==> config.mk <==
export PLATFORM = sky130hd
export DESIGN_NAME = pbc_ctrl
export DESIGN_NICKNAME = d
export VERILOG_FILES = /design/src/rtl/pbc_pkg.sv /design/src/rtl/pbc_ctrl.sv
export SDC_FILE = /design/constraint.sdc
export NUM_CORES = 1
export LEC_CHECK = 0
export BUFFER_PORTS_ARGS = -buffer_cell sky130_fd_sc_hd__buf_4
export CORE_MARGIN = 5
export CORE_UTILIZATION = 39
export CTS_CLUSTER_DIAMETER = 200
export DETAILED_ROUTE_END_ITERATION = 10
export PLACE_DENSITY_LB_ADDON = 0.15
export SYNTH_ARGS = -nofsm -noshare
export SYNTH_HDL_FRONTEND = slang
export SYNTH_SLANG_ARGS = --single-unit
==> constraint.sdc <==
create_clock -name i_clk -period 10.11 [get_ports i_clk]
set_input_delay 1.5165 -clock i_clk [delete_from_list [all_inputs] [get_ports i_clk]]
set_output_delay 1.5165 -clock i_clk [all_outputs]
set_load 0.05 [all_outputs]
==> src/rtl/pbc_pkg.sv <==
// ============================================================================
// pbc_pkg: ping-pong buffer controller shared types and constants
// Transaction payloads, command codes and status group used by all modules but the bank memory.
// ============================================================================
package pbc_pkg;

    localparam int unsigned CFG_W  = 11;
    localparam int unsigned CNT_W  = 11;
    localparam int unsigned WORD_W = 32;

    localparam logic [1:0] CMD_PUSH  = 2'd0;
    localparam logic [1:0] CMD_FLUSH = 2'd1;
    localparam logic [1:0] CMD_POP   = 2'd2;

    typedef struct packed {
        logic [1:0]        command;
        logic [WORD_W-1:0] push_data;
    } t_in_item;

    typedef struct packed {
        logic              ok;
        logic [WORD_W-1:0] pop_data;
        logic              is_empty;
        logic              is_full;
        logic [CNT_W-1:0]  write_fill;
        logic [CNT_W-1:0]  read_left;
        logic              swap_pending;
    } t_out_item;

    typedef struct packed {
        logic             ok;
        logic             popped;
        logic             is_empty;
        logic             is_full;
        logic [CNT_W-1:0] write_fill;
        logic [CNT_W-1:0] read_left;
        logic             swap_pending;
    } t_stat;

endpackage

==> src/rtl/pbc_ctrl.sv <==
// ============================================================================
// pbc_ctrl: ping-pong bank control
// Holds bank select, indices, sizes and capacity; decodes one command per
// transaction, drives the bank memory ports and computes the status.
// ============================================================================
module pbc_ctrl #(
    parameter int unsigned BANK_DEPTH = 1024,
    parameter int unsigned DATA_WIDTH = 32
) (
    input  logic                                   i_clk,
    input  logic                                   i_rst_n,
    input  logic                                   i_cfg_we,
    input  logic [pbc_pkg::CFG_W-1:0]              i_cfg_data,
    input  logic                                   i_fire,
    input  pbc_pkg::t_in_item                      i_item,
    output logic                                   o_wr_en,
    output logic [$clog2(BANK_DEPTH):0]            o_wr_addr,
    output logic [DATA_WIDTH-1:0]                  o_wr_data,
    output logic                                   o_rd_en,
    output logic [$clog2(BANK_DEPTH):0]            o_rd_addr,
    output pbc_pkg::t_stat                         o_stat
);

    localparam int unsigned AW   = $clog2(BANK_DEPTH);
    localparam int unsigned CW   = $clog2(BANK_DEPTH + 1);

    logic          r_sel;
    logic [CW-1:0] r_wc;
    logic [CW-1:0] r_rpos;
    logic [CW-1:0] r_rsize;
    logic          r_swap_req;
    logic [CW-1:0] r_swap_size;
    logic [CW-1:0] r_cap;

    logic          n_sel;
    logic [CW-1:0] n_wc;
    logic [CW-1:0] n_rpos;
    logic [CW-1:0] n_rsize;
    logic          n_swap_req;
    logic [CW-1:0] n_swap_size;
    logic [CW-1:0] n_cap;

    logic          ok;
    logic          popped;
    logic          drained;
    logic          n_drained;
    logic [31:0]   cfg_val;

    always_comb begin
        cfg_val = 32'(i_cfg_data);
        if (cfg_val == 32'd0) begin
            n_cap = CW'(1);
        end else if (cfg_val > BANK_DEPTH) begin
            n_cap = CW'(BANK_DEPTH);
        end else begin
            n_cap = CW'(cfg_val);
        end
    end

    always_comb begin
        n_sel       = r_sel;
        n_wc        = r_wc;
        n_rpos      = r_rpos;
        n_rsize     = r_rsize;
        n_swap_req  = r_swap_req;
        n_swap_size = r_swap_size;
        ok          = 1'b0;
        popped      = 1'b0;
        o_wr_en     = 1'b0;
        o_rd_en     = 1'b0;
        o_wr_addr   = {r_sel, r_wc[AW-1:0]};
        o_rd_addr   = {~r_sel, r_rpos[AW-1:0]};
        o_wr_data   = DATA_WIDTH'(i_item.push_data);
        drained     = (r_rpos >= r_rsize);

        if (i_fire) begin
            case (i_item.command)
                pbc_pkg::CMD_PUSH: begin
                    if (!r_swap_req && (r_wc < r_cap)) begin
                        o_wr_en = 1'b1;
                        n_wc    = r_wc + CW'(1);
                        ok      = 1'b1;
                    end
                end
                pbc_pkg::CMD_FLUSH: begin
                    if ((r_wc != '0) && !r_swap_req) begin
                        ok = 1'b1;
                        if (drained) begin
                            n_sel   = ~r_sel;
                            n_rsize = r_wc;
                            n_rpos  = '0;
                            n_wc    = '0;
                        end else begin
                            n_swap_req  = 1'b1;
                            n_swap_size = r_wc;
                        end
                    end
                end
                pbc_pkg::CMD_POP: begin
                    if (!drained) begin
                        o_rd_en = 1'b1;
                        n_rpos  = r_rpos + CW'(1);
                        ok      = 1'b1;
                        popped  = 1'b1;
                    end
                    if (r_swap_req && (n_rpos >= r_rsize)) begin
                        n_sel       = ~r_sel;
                        n_rsize     = r_swap_size;
                        n_rpos      = '0;
                        n_wc        = '0;
                        n_swap_req  = 1'b0;
                        n_swap_size = '0;
                    end
                end
                default: begin
                    ok = 1'b0;
                end
            endcase
        end

        n_drained             = (n_rpos >= n_rsize);
        o_stat.ok             = ok;
        o_stat.popped         = popped;
        o_stat.is_empty       = n_drained && (n_wc == '0);
        o_stat.is_full        = (n_wc >= r_cap);
        o_stat.write_fill     = pbc_pkg::CNT_W'(n_wc);
        o_stat.read_left      = n_drained ? '0 : pbc_pkg::CNT_W'(n_rsize - n_rpos);
        o_stat.swap_pending   = n_swap_req;
    end

    always_ff @(posedge i_clk) begin
        if (!i_rst_n) begin
            r_sel       <= 1'b0;
            r_wc        <= '0;
            r_rpos      <= '0;
            r_rsize     <= '0;
            r_swap_req  <= 1'b0;
            r_swap_size <= '0;
            r_cap       <= CW'(BANK_DEPTH);
        end else begin
            if (i_fire) begin
                r_sel       <= n_sel;
                r_wc        <= n_wc;
                r_rpos      <= n_rpos;
                r_rsize     <= n_rsize;
                r_swap_req  <= n_swap_req;
                r_swap_size <= n_swap_size;
            end
            if (i_cfg_we) begin
                r_cap <= n_cap;
            end
        end
    end

endmodule

## Word level (Yosys, flattened, before mapping)

Cells that the tools add are included.

| storage, ports and cells | value |
|---|---|
| flip-flop bits (word level) | 57 |
| bits of input ports | 49 |
| output and inout bits | 83 |
| logic and storage cells | 79 |

| operators by class | value |
|---|---|
| add/sub/neg operators | 3 |
| $lt $le $gt $ge | 6 |
| eq/ne operators | 6 |
| mux-type cells | 44 |
| bitwise operators | 1 |
| reduce and logical (&&, ||, !) cells | 12 |

Operator list:

| cell | count |
|---|---|
| $mux 11 | 22 |
| $pmux 11 s2 | 3 |
| $ge 11x11->1 | 4 |
| $pmux 11 s3 | 1 |
| $add 11x1->11 const B | 2 |
| $logic_not 11->1 | 2 |
| $mux 1 | 15 |
| $gt 11x11->1 const B | 1 |
| $lt 11x11->1 | 1 |
| $reduce_bool 11->1 | 1 |
| $sub 11x11->11 | 1 |
| $reduce_and 5->1 | 2 |
| $ne 2x2->1 const B | 4 |
| $logic_and 1x1->1 | 4 |
| $pmux 1 s2 | 2 |
| $pmux 1 s3 | 1 |
| $eq 2x1->1 const B | 1 |
| $eq 2x2->1 const B | 1 |
| $logic_not 2->1 | 1 |
| $reduce_bool 2->1 | 1 |
| $logic_not 1->1 | 1 |
| $not 1->1 | 1 |

## Depth between registers and ports, before layout

Gate-level depths: netlist of run 1.

| depth | value |
|---|---|
| word-level depth | 11 |
| mapped depth | 34 |
| gate-level depth less buffers | 31 |

## Least setup slack after synthesis of run 1

OpenSTA, ideal clock, no wires.

| path | value |
|---|---|
| kind | reg-to-output |
| start | register r_rpos[6] |
| end | output o_stat[23] in the netlist's numbering |
| arrival | 7.046 ns |
| required time | 8.594 ns |
| slack | 1.548 ns |
| stages on the path, launching flop included | 31 |
| buffers on the path | 3 |
| cells stage by stage | dfxtp_1 > ha_1 > a211oi_1 > o21ai_1 > a211oi_2 > and2_1 > clkbuf_1 > and4_1 > clkbuf_1 > and3_1 > and3_1 > xor2_1 > ha_1 > and4_1 > nand4_1 > o21ai_1 > a21oi_2 > or3_1 > clkbuf_1 > a21oi_1 > o21ai_0 > ha_1 > a21o_1 > a21o_1 > a21o_1 > a21oi_1 > nor2b_1 > o21ai_0 > nand2b_1 > a21oi_1 > o21ai_0 |

RTL lines:

| element | RTL line | source |
|---|---|---|
| start, declared | pbc_ctrl.sv:29 | `logic [CW-1:0] r_rpos;` |
| start signal, assigned | pbc_ctrl.sv:144 | `r_rpos <= n_rpos;` |
| end, declared | pbc_ctrl.sv:21 | `output pbc_pkg::t_stat o_stat` |

==> key figures, run 1 <==
Critical path
  • Crit Path Category: flip-flop to output pin
  • Reg2reg end: r_wc[8]
  • CP max FO: 13
  • CP top delay family: simple AND/OR/NAND/NOR gates
  • R2r worst-path depth: 18
  • Critical Path Source Type: flip-flop
  • FF-to-FF Start: r_rpos[6]
  • Critical path buffer and inverter count: 1
  • Worst R2R Setup Slack: about 5000 ps
  • Critical Path AT: between 7000 and 8000 ps
  • Crit path largest cell delay: around 740 ps
  • Crit path depth: 26
  • Slowest CP cell: a41oi_1
  • CP required: 8590 ps
  • Crit. End Element: output pin

Floorplan
  • Initial Util: around two fifths
  • IO Pins: 132
  • Die Ht: between 100 and 150 um
  • Core Area: approximately 0.013 mm^2
  • Die area: about 0.015 mm^2
  • Row cnt: a little over 40
  • Die X: around 120 um

Cells and area
  • Share of layout cells above drive strength 1: approximately 14%
  • Area grow syn2layout: 10.1%
  • ANT cells: 0
  • # fillers: approximately 1300
  • Final nets: ~770

Clock network
  • Reg clk slew, reported paths: 50 ps
  • Clock Sink Count: 57
  • Post-CTS Setup Bufs: 0
  • Longest Clk Path Bufs: 2
  • Num CTS Buffers: 9
  • Hold buffers post-CTS: 0
  • Later-pin clock latency in the skew report: approximately 330 ps
  • H-tree Lvls: 3
  • CTS root buf: clkbuf_16
  • Post-cts sizing count: 0
  • CTS tree: yes

Route
  • DRT Pass-1 Iters: 4
  • Drt wl/cell: 16.9 um
  • Final wirelength: approximately 14000 um
  • # DRC: 0
  • Vias per inst: roughly 5.4
  • Routed vias: approximately 4500
  • Final ANT Viol Nets: 0
  • Initial DRC Count: 229

Place
  • RePlAce Congestion: between 0.9 and 1
  • DPL Wire Length: 10900 um
  • Port Buffers: 67

Synthesis
  • Ys async rst share: 0%
  • Synth area leader: dfxtp_1
  • Commonest cells post-synth: ha_1, buf_4, dfxtp_1
  • Synth Warn #: 0
  • Seq cells post-synth: 57
  • Syn_nets: between 700 and 800
  • Synth Instances: 658
  • Post-synth EDFFs: 0
  • Top-area cell type share of the netlist area: 22.4%
  • Most common cell in the netlist: ha_1
  • Seq/Total Area, Yosys: approximately 22%
  • Avg Cell Area, Syn: around 7.7 um^2
  • Top_reg_cell synth: dfxtp_1
  • Yosys cell types: 57
  • Largest cells by area after synthesis: dfxtp_1, ha_1, buf_4, and2_1, nor2b_1
  • Mapped Area: ~0.0051 mm^2

Power
  • Overall power: between 600 and 700 uW
  • Leakage: between 2 and 2.5 nW
  • Maximum VDD drop: about 94 uV
  • Pwr dens: 107 mW/mm^2

STA
  • Fmax: approximately 0.11 GHz
  • Clk_skew: between 5 and 6 ps
  • Setup_tns: 0 ps
  • Min cycle time layout: about 8900 ps
  • Fin. Hold Viols: 0
  • Worst-margin pin slew: 982 ps
  • Final setup vio count: 0
  • Crit share post-route: 88.5%
  • RSZ-0062 raised after global routing: false
  • Slew headroom: between 30% and 40%
  • Pins Over Slew Limit: 0

Global routing
  • Grt ovf: 0
  • Antenna violations before repair: 0
  • GR Util All Layers: around 18%
  • Vias in the first global route: approximately 4500
  • Largest net degree at the start of global routing: slightly below 60
  • First-pass GRT wire length: 23300 um

Worst hold path
  • Hold Startpoint: r_cap[10]
  • Hold WC Path Type: flip-flop to flip-flop
  • Hold path depth: 2
  • Hold endpoint: r_cap[10]

Run status
  • Outcome: complete, no violations

Flow run
  • Total of max-cap violations: 0
-- per-stage QoR --
step / hold WS (ps) / std cells / setup slack, ps / utilization (%) / instance area (um^2)
5_1_grt: 560 / 833 / 568 / 44.0 / 5600
2_1_floorplan: 468 / 658 / 1550 / - / 5090
3_5_place_dp: 495 / 817 / 1630 / 41.6 / 5290
6_report: 501 / 833 / 1170 / 44.0 / 5600
3_3_place_gp: 492 / 817 / 1880 / 41.6 / 5290
4_1_cts: 502 / 833 / 1200 / 44.0 / 5600
-- how the worst max path moves through the flow --
stage	from	to	slack, ps
final	r_rpos[6]	o_stat[24]	1170
after global routing	r_rpos[6]	o_stat[24]	570
after CTS	r_rpos[6]	o_stat[24]	1200
after detailed placement	r_rpos[6]	o_stat[24]	1630
after floorplan	r_rpos[6]	o_stat[23]	1550
after global placement	r_rpos[6]	o_stat[24]	1880
-- registers in the layout, summed over array words and instances (netlist names) --
name and flops:
r_swap_size 11, r_wc 11, r_sel 1, r_cap 11
r_rpos 11, r_swap_req 1, r_rsize 11
-- cell usage in the layout (no fill, tap or decap), drive strengths merged, types with 2 or more instances in the layout --
cell type  Yosys  final
o21ai         38     38
xor2           9      9
nand3         10     10
or3            5      5
clkbuf        20     14
nor3          10     10
mux2i          4      4
maj3           2      2
and2          39     39
nand4          9      9
nand2b         8      8
a2111oi        3      3
nor2b         35     35
and4           3      3
inv           50     50
o22ai          6      6
a41oi          2      2
a211oi         2      2
a21oi         33     33
nand2         53     53
nor4           6      6
o21a           3      3
a22oi         24     24
buf           61     68
a21o          11     11
nor2          32     32
o31ai          3      3
o31a           4      4
dfxtp         57     57
o21bai         6      6
and3          15     15
or2            3      3
a31oi          9      9
ha            61     61
xnor2         10     10
-- cell type report --
cell class	instances	area, um^2	area share, %
Clock buffer	14	274	4.89
Clock inverter	2	35.0	0.626
Tap cell	172	215	3.84
Inverter	50	188	3.35
Timing Repair Buffer	68	510	9.12
Sequential cell	57	1140	20.4
Multi-Input combinational cell	470	3230	57.8
-- cells by family (layout without fill, tap and decap cells) --
kind of cell	after synthesis	in the layout	synth area share, %
simple gates	232	232	24.4
compound gates	151	151	19.3
buf+inv	131	134	14.0
fa+ha+maj	64	64	15.8
flops	57	57	22.4
xor+xnor	19	19	3.27
mux	4	4	0.787
-- layer usage --
layer / part of all wire [%] / wire length [um] / global-route usage (%)
met5: 0 / 0 / 0
met4: 2.1 / 302 / 6.32
met3: 5.9 / 831 / 5.36
met2: 44 / 6220 / 28.1
met1: 48 / 6700 / 24.4
-- where the power goes --
group          switching (mW)  total, mW  internal (mW)
logic                  0.0358     0.0572         0.0214
clock network           0.104      0.314          0.210
registers             0.00137      0.229          0.227
total                   0.141      0.600          0.459
-- worst register-to-register path, stage by stage, from the launching register on --
cell and delay [ps]:
dfxtp_1 490, ha_1 300, a211oi_1 260, o21ai_1 150
a211oi_2 350, and2_1 300, and4_1 350, and3_1 210
and3_1 210, xor2_1 90, ha_1 310, and4_1 250
nand4_1 110, o21ai_1 190, a21oi_2 140, or3_1 550
nor3_1 230, o21ai_0 270, and2_1 250
(Power assumes the default switching activity.)
==> run 2: changes to the inputs <==
--- a/config.mk
+++ b/config.mk
@@ -11,6 +11,7 @@
 export CTS_CLUSTER_DIAMETER = 200
 export DETAILED_ROUTE_END_ITERATION = 10
 export PLACE_DENSITY_LB_ADDON = 0.15
+export RECOVER_POWER = 100
 export SYNTH_ARGS = -nofsm -noshare
 export SYNTH_HDL_FRONTEND = slang
 export SYNTH_SLANG_ARGS = --single-unit
==> run 2 against run 1 <==
  * The flow now finishes with violations (capacitance limit, slew limit)
  * Wire length is 0.50% higher
  * Power is 0.17% lower
  * Largest cell class unchanged
  * Non-clock buffer count stayed put
  * Flip-flop and latch count stayed put
  * Sequential share of layout area is 0.74 points higher
  * Design area is 3.5% lower
  * Critical path depth stayed put
  * Worst hold slack hardly changed
  * Count of clock-buffer cells in the layout stayed put
  * Largest power group unchanged
==> key figures, run 2 (synthesis results as in run 1) <==
Floorplan
  • Die area: 0.0154 mm^2 (unchanged)
  • Die Ht: 124 um (unchanged)
  • Die X: 124 um (unchanged)
  • Row cnt: 41 (unchanged)
  • Initial Util: 40.0% (unchanged)
  • IO Pins: 132 (unchanged)
  • Core Area: 0.0127 mm^2 (unchanged)

Worst hold path
  • Hold Startpoint: r_cap[10] (unchanged)
  • Hold WC Path Type: flip-flop to flip-flop (unchanged)

Critical path
  • CP required: 8590 ps (about the same)
  • Crit. End Element: output pin (unchanged)
  • Slowest CP cell: a41oi_1 (unchanged)
  • Critical Path AT: 7670 ps (was 7430 ps)
  • Worst R2R Setup Slack: 4760 ps (was 5000 ps)
  • Crit path depth: 26 (unchanged)
  • Reg2reg end: r_wc[8] (unchanged)
  • Crit Path Category: flip-flop to output pin (unchanged)
  • Critical path buffer and inverter count: 1 (unchanged)
  • Crit path largest cell delay: 740 ps (about the same)
  • CP top delay family: simple AND/OR/NAND/NOR gates (unchanged)
  • Worst Setup SP: r_rpos[6] (unchanged)
  • Critical Path Source Type: flip-flop (unchanged)
  • CP endpoint: o_stat[24] (unchanged)
  • R2r worst-path depth: 18 (unchanged)
  • FF-to-FF Start: r_rpos[6] (unchanged)
  • CP max FO: 13 (unchanged)

Global routing
  • First-pass GRT wire length: 23300 um (unchanged)
  • Largest net degree at the start of global routing: 58 (unchanged)
  • Vias in the first global route: 4526 (unchanged)
  • GR Util All Layers: 18.3% (unchanged)
  • Grt ovf: 0 (unchanged)
  • Antenna violations before repair: 0 (unchanged)

Route
  • Drt wl/cell: 16.9 um (about the same)
  • Routed vias: 4502 (was 4518)
  • Vias per inst: 5.40 (was 5.42)
  • Initial DRC Count: 283 (was 229)
  • Final ANT Viol Nets: 0 (unchanged)
  • DRT Pass-1 Iters: 5 (was 4)
  • Final wirelength: 14100 um (was 14000 um)
  • # DRC: 0 (unchanged)

Clock network
  • Num CTS Buffers: 9 (unchanged)
  • Post-CTS Setup Bufs: 0 (unchanged)
  • Later-pin clock latency in the skew report: 340 ps (was 330 ps)
  • Hold buffers post-CTS: 0 (unchanged)
  • Post-cts sizing count: 0 (unchanged)
  • Longest Clk Path Bufs: 2 (unchanged)
  • CTS root buf: clkbuf_16 (unchanged)
  • CTS tree: yes (unchanged)
  • Clock Sink Count: 57 (unchanged)
  • Reg clk slew, reported paths: 50 ps (about the same)
  • H-tree Lvls: 3 (unchanged)

Cells and area
  • ANT cells: 0 (unchanged)
  • Final nets: 767 (unchanged)
  • Non-filler cells, final: 833 (unchanged)
  • Commonest cells after routing, fill and taps aside: ha_1, dfxtp_1, nand2_1, clkbuf_1, inv_1 (was buf_4, ha_1, dfxtp_1)
  • Commonest non-fill, non-tap cell in the layout: ha_1 (was buf_4)
  • Area grow syn2layout: 6.20% (was 10.1%)
  • Flip-flop and latch area: 0.00114 mm^2 (unchanged)
  • Multi-input gate area: 0.00323 mm^2 (about the same)
  • # fillers: 1378 (was 1329)
  • Share of layout cells above drive strength 1: 6.05% (was 13.9%)

STA
  • Fin. Hold Viols: 0 (unchanged)
  • Final setup vio count: 0 (unchanged)
  • Worst-margin pin slew: 2080 ps (was 982 ps)
  • Min cycle time layout: 9190 ps (was 8940 ps)
  • Setup_tns: 0 ps (unchanged)
  • Clk_skew: 4.71 ps (was 5.61 ps)
  • RSZ-0062 raised after global routing: false (unchanged)
  • Crit share post-route: 90.9% (was 88.5%)
  • Slew headroom: -38.5% (was 33.6%)
  • Pins Over Slew Limit: 58 (was 0)
  • Fmax: 0.109 GHz (was 0.112 GHz)

Place
  • Placed Cells: 817 (unchanged)
  • Port Buffers: 67 (unchanged)
  • DPL Wire Length: 10900 um (unchanged)
  • RePlAce Congestion: 0.908 (unchanged)

Power
  • Leakage: 2.23 nW (was 2.47 nW)
  • Maximum VDD drop: 88.9 uV (was 94.2 uV)
  • Pwr dens: 111 mW/mm^2 (was 107 mW/mm^2)

Flow run
  • Total of max-cap violations: 1 (was 0)

Run status
  • Failing checks: capacitance limit, slew limit
  • Outcome: complete, but fails checks (was complete, no violations)
-- run 2: cell count changes in the layout (fill, tap and decap cells not counted), sizes merged --
cell,previous run,this run
buf,68,17
clkbuf,14,65
-- run 2: layout make-up --
cell class	count	area share, %
well taps	172	3.98
repair buffers	68	5.91
multi-input cells	470	59.8
flip-flops and latches	57	21.1
clock inverters	2	0.649
clock buffers	14	5.07
inverters	50	3.47
-- run 2: metrics by stage --
step | hold slack, ps | power, mW | instance area (um^2) | utilization, % | setup slack, ps
after floorplan | 468 | 0.308 | 5090 | - | 1550
final | 501 | 0.599 | 5400 | 42.5 | 923
after global placement | 492 | 0.290 | 5290 | 41.6 | 1880
after detailed placement | 495 | 0.291 | 5290 | 41.6 | 1630
after CTS | 502 | 0.610 | 5600 | 44.0 | 1200
after global routing | 560 | 0.626 | 5400 | 42.5 | 304
-- run 2: worst min path at each step --
stage	endpoint	slack, ps	depth (start not counted)
after global placement	r_cap[10]	490	2
after CTS	r_cap[10]	500	2
final	r_cap[10]	500	2
after detailed placement	r_cap[10]	500	2
after global routing	r_swap_size[1]	560	2
after floorplan	r_cap[10]	470	2
-- run 2: per-layer routing --
| layer | vias to the layer above | global-route usage [%] | part of all wire [%] |
|---|---|---|---|
| met5 | - | 0 | 0 |
| met4 | 0 | 6.32 | 2.0 |
| met3 | 33 | 5.36 | 6.8 |
| met2 | 142 | 28.1 | 44 |
| met1 | 2100 | 24.4 | 47 |
| li1 | 2227 | - | - |
-- run 2: worst register-to-register path: cells and delay by family (launching register included) --
family,cells,cell delay [ps]
simple gates,9,2520
compound gates,6,1510
fa+ha+maj,2,610
flops,1,490
xor+xnor,1,90
-- run 2: report_power, final --
group / switching [mW] / total [mW] / internal [mW]
Sequential: 0.00136 / 0.229 / 0.227
Combinational: 0.0359 / 0.0558 / 0.0199
Clock: 0.104 / 0.315 / 0.210
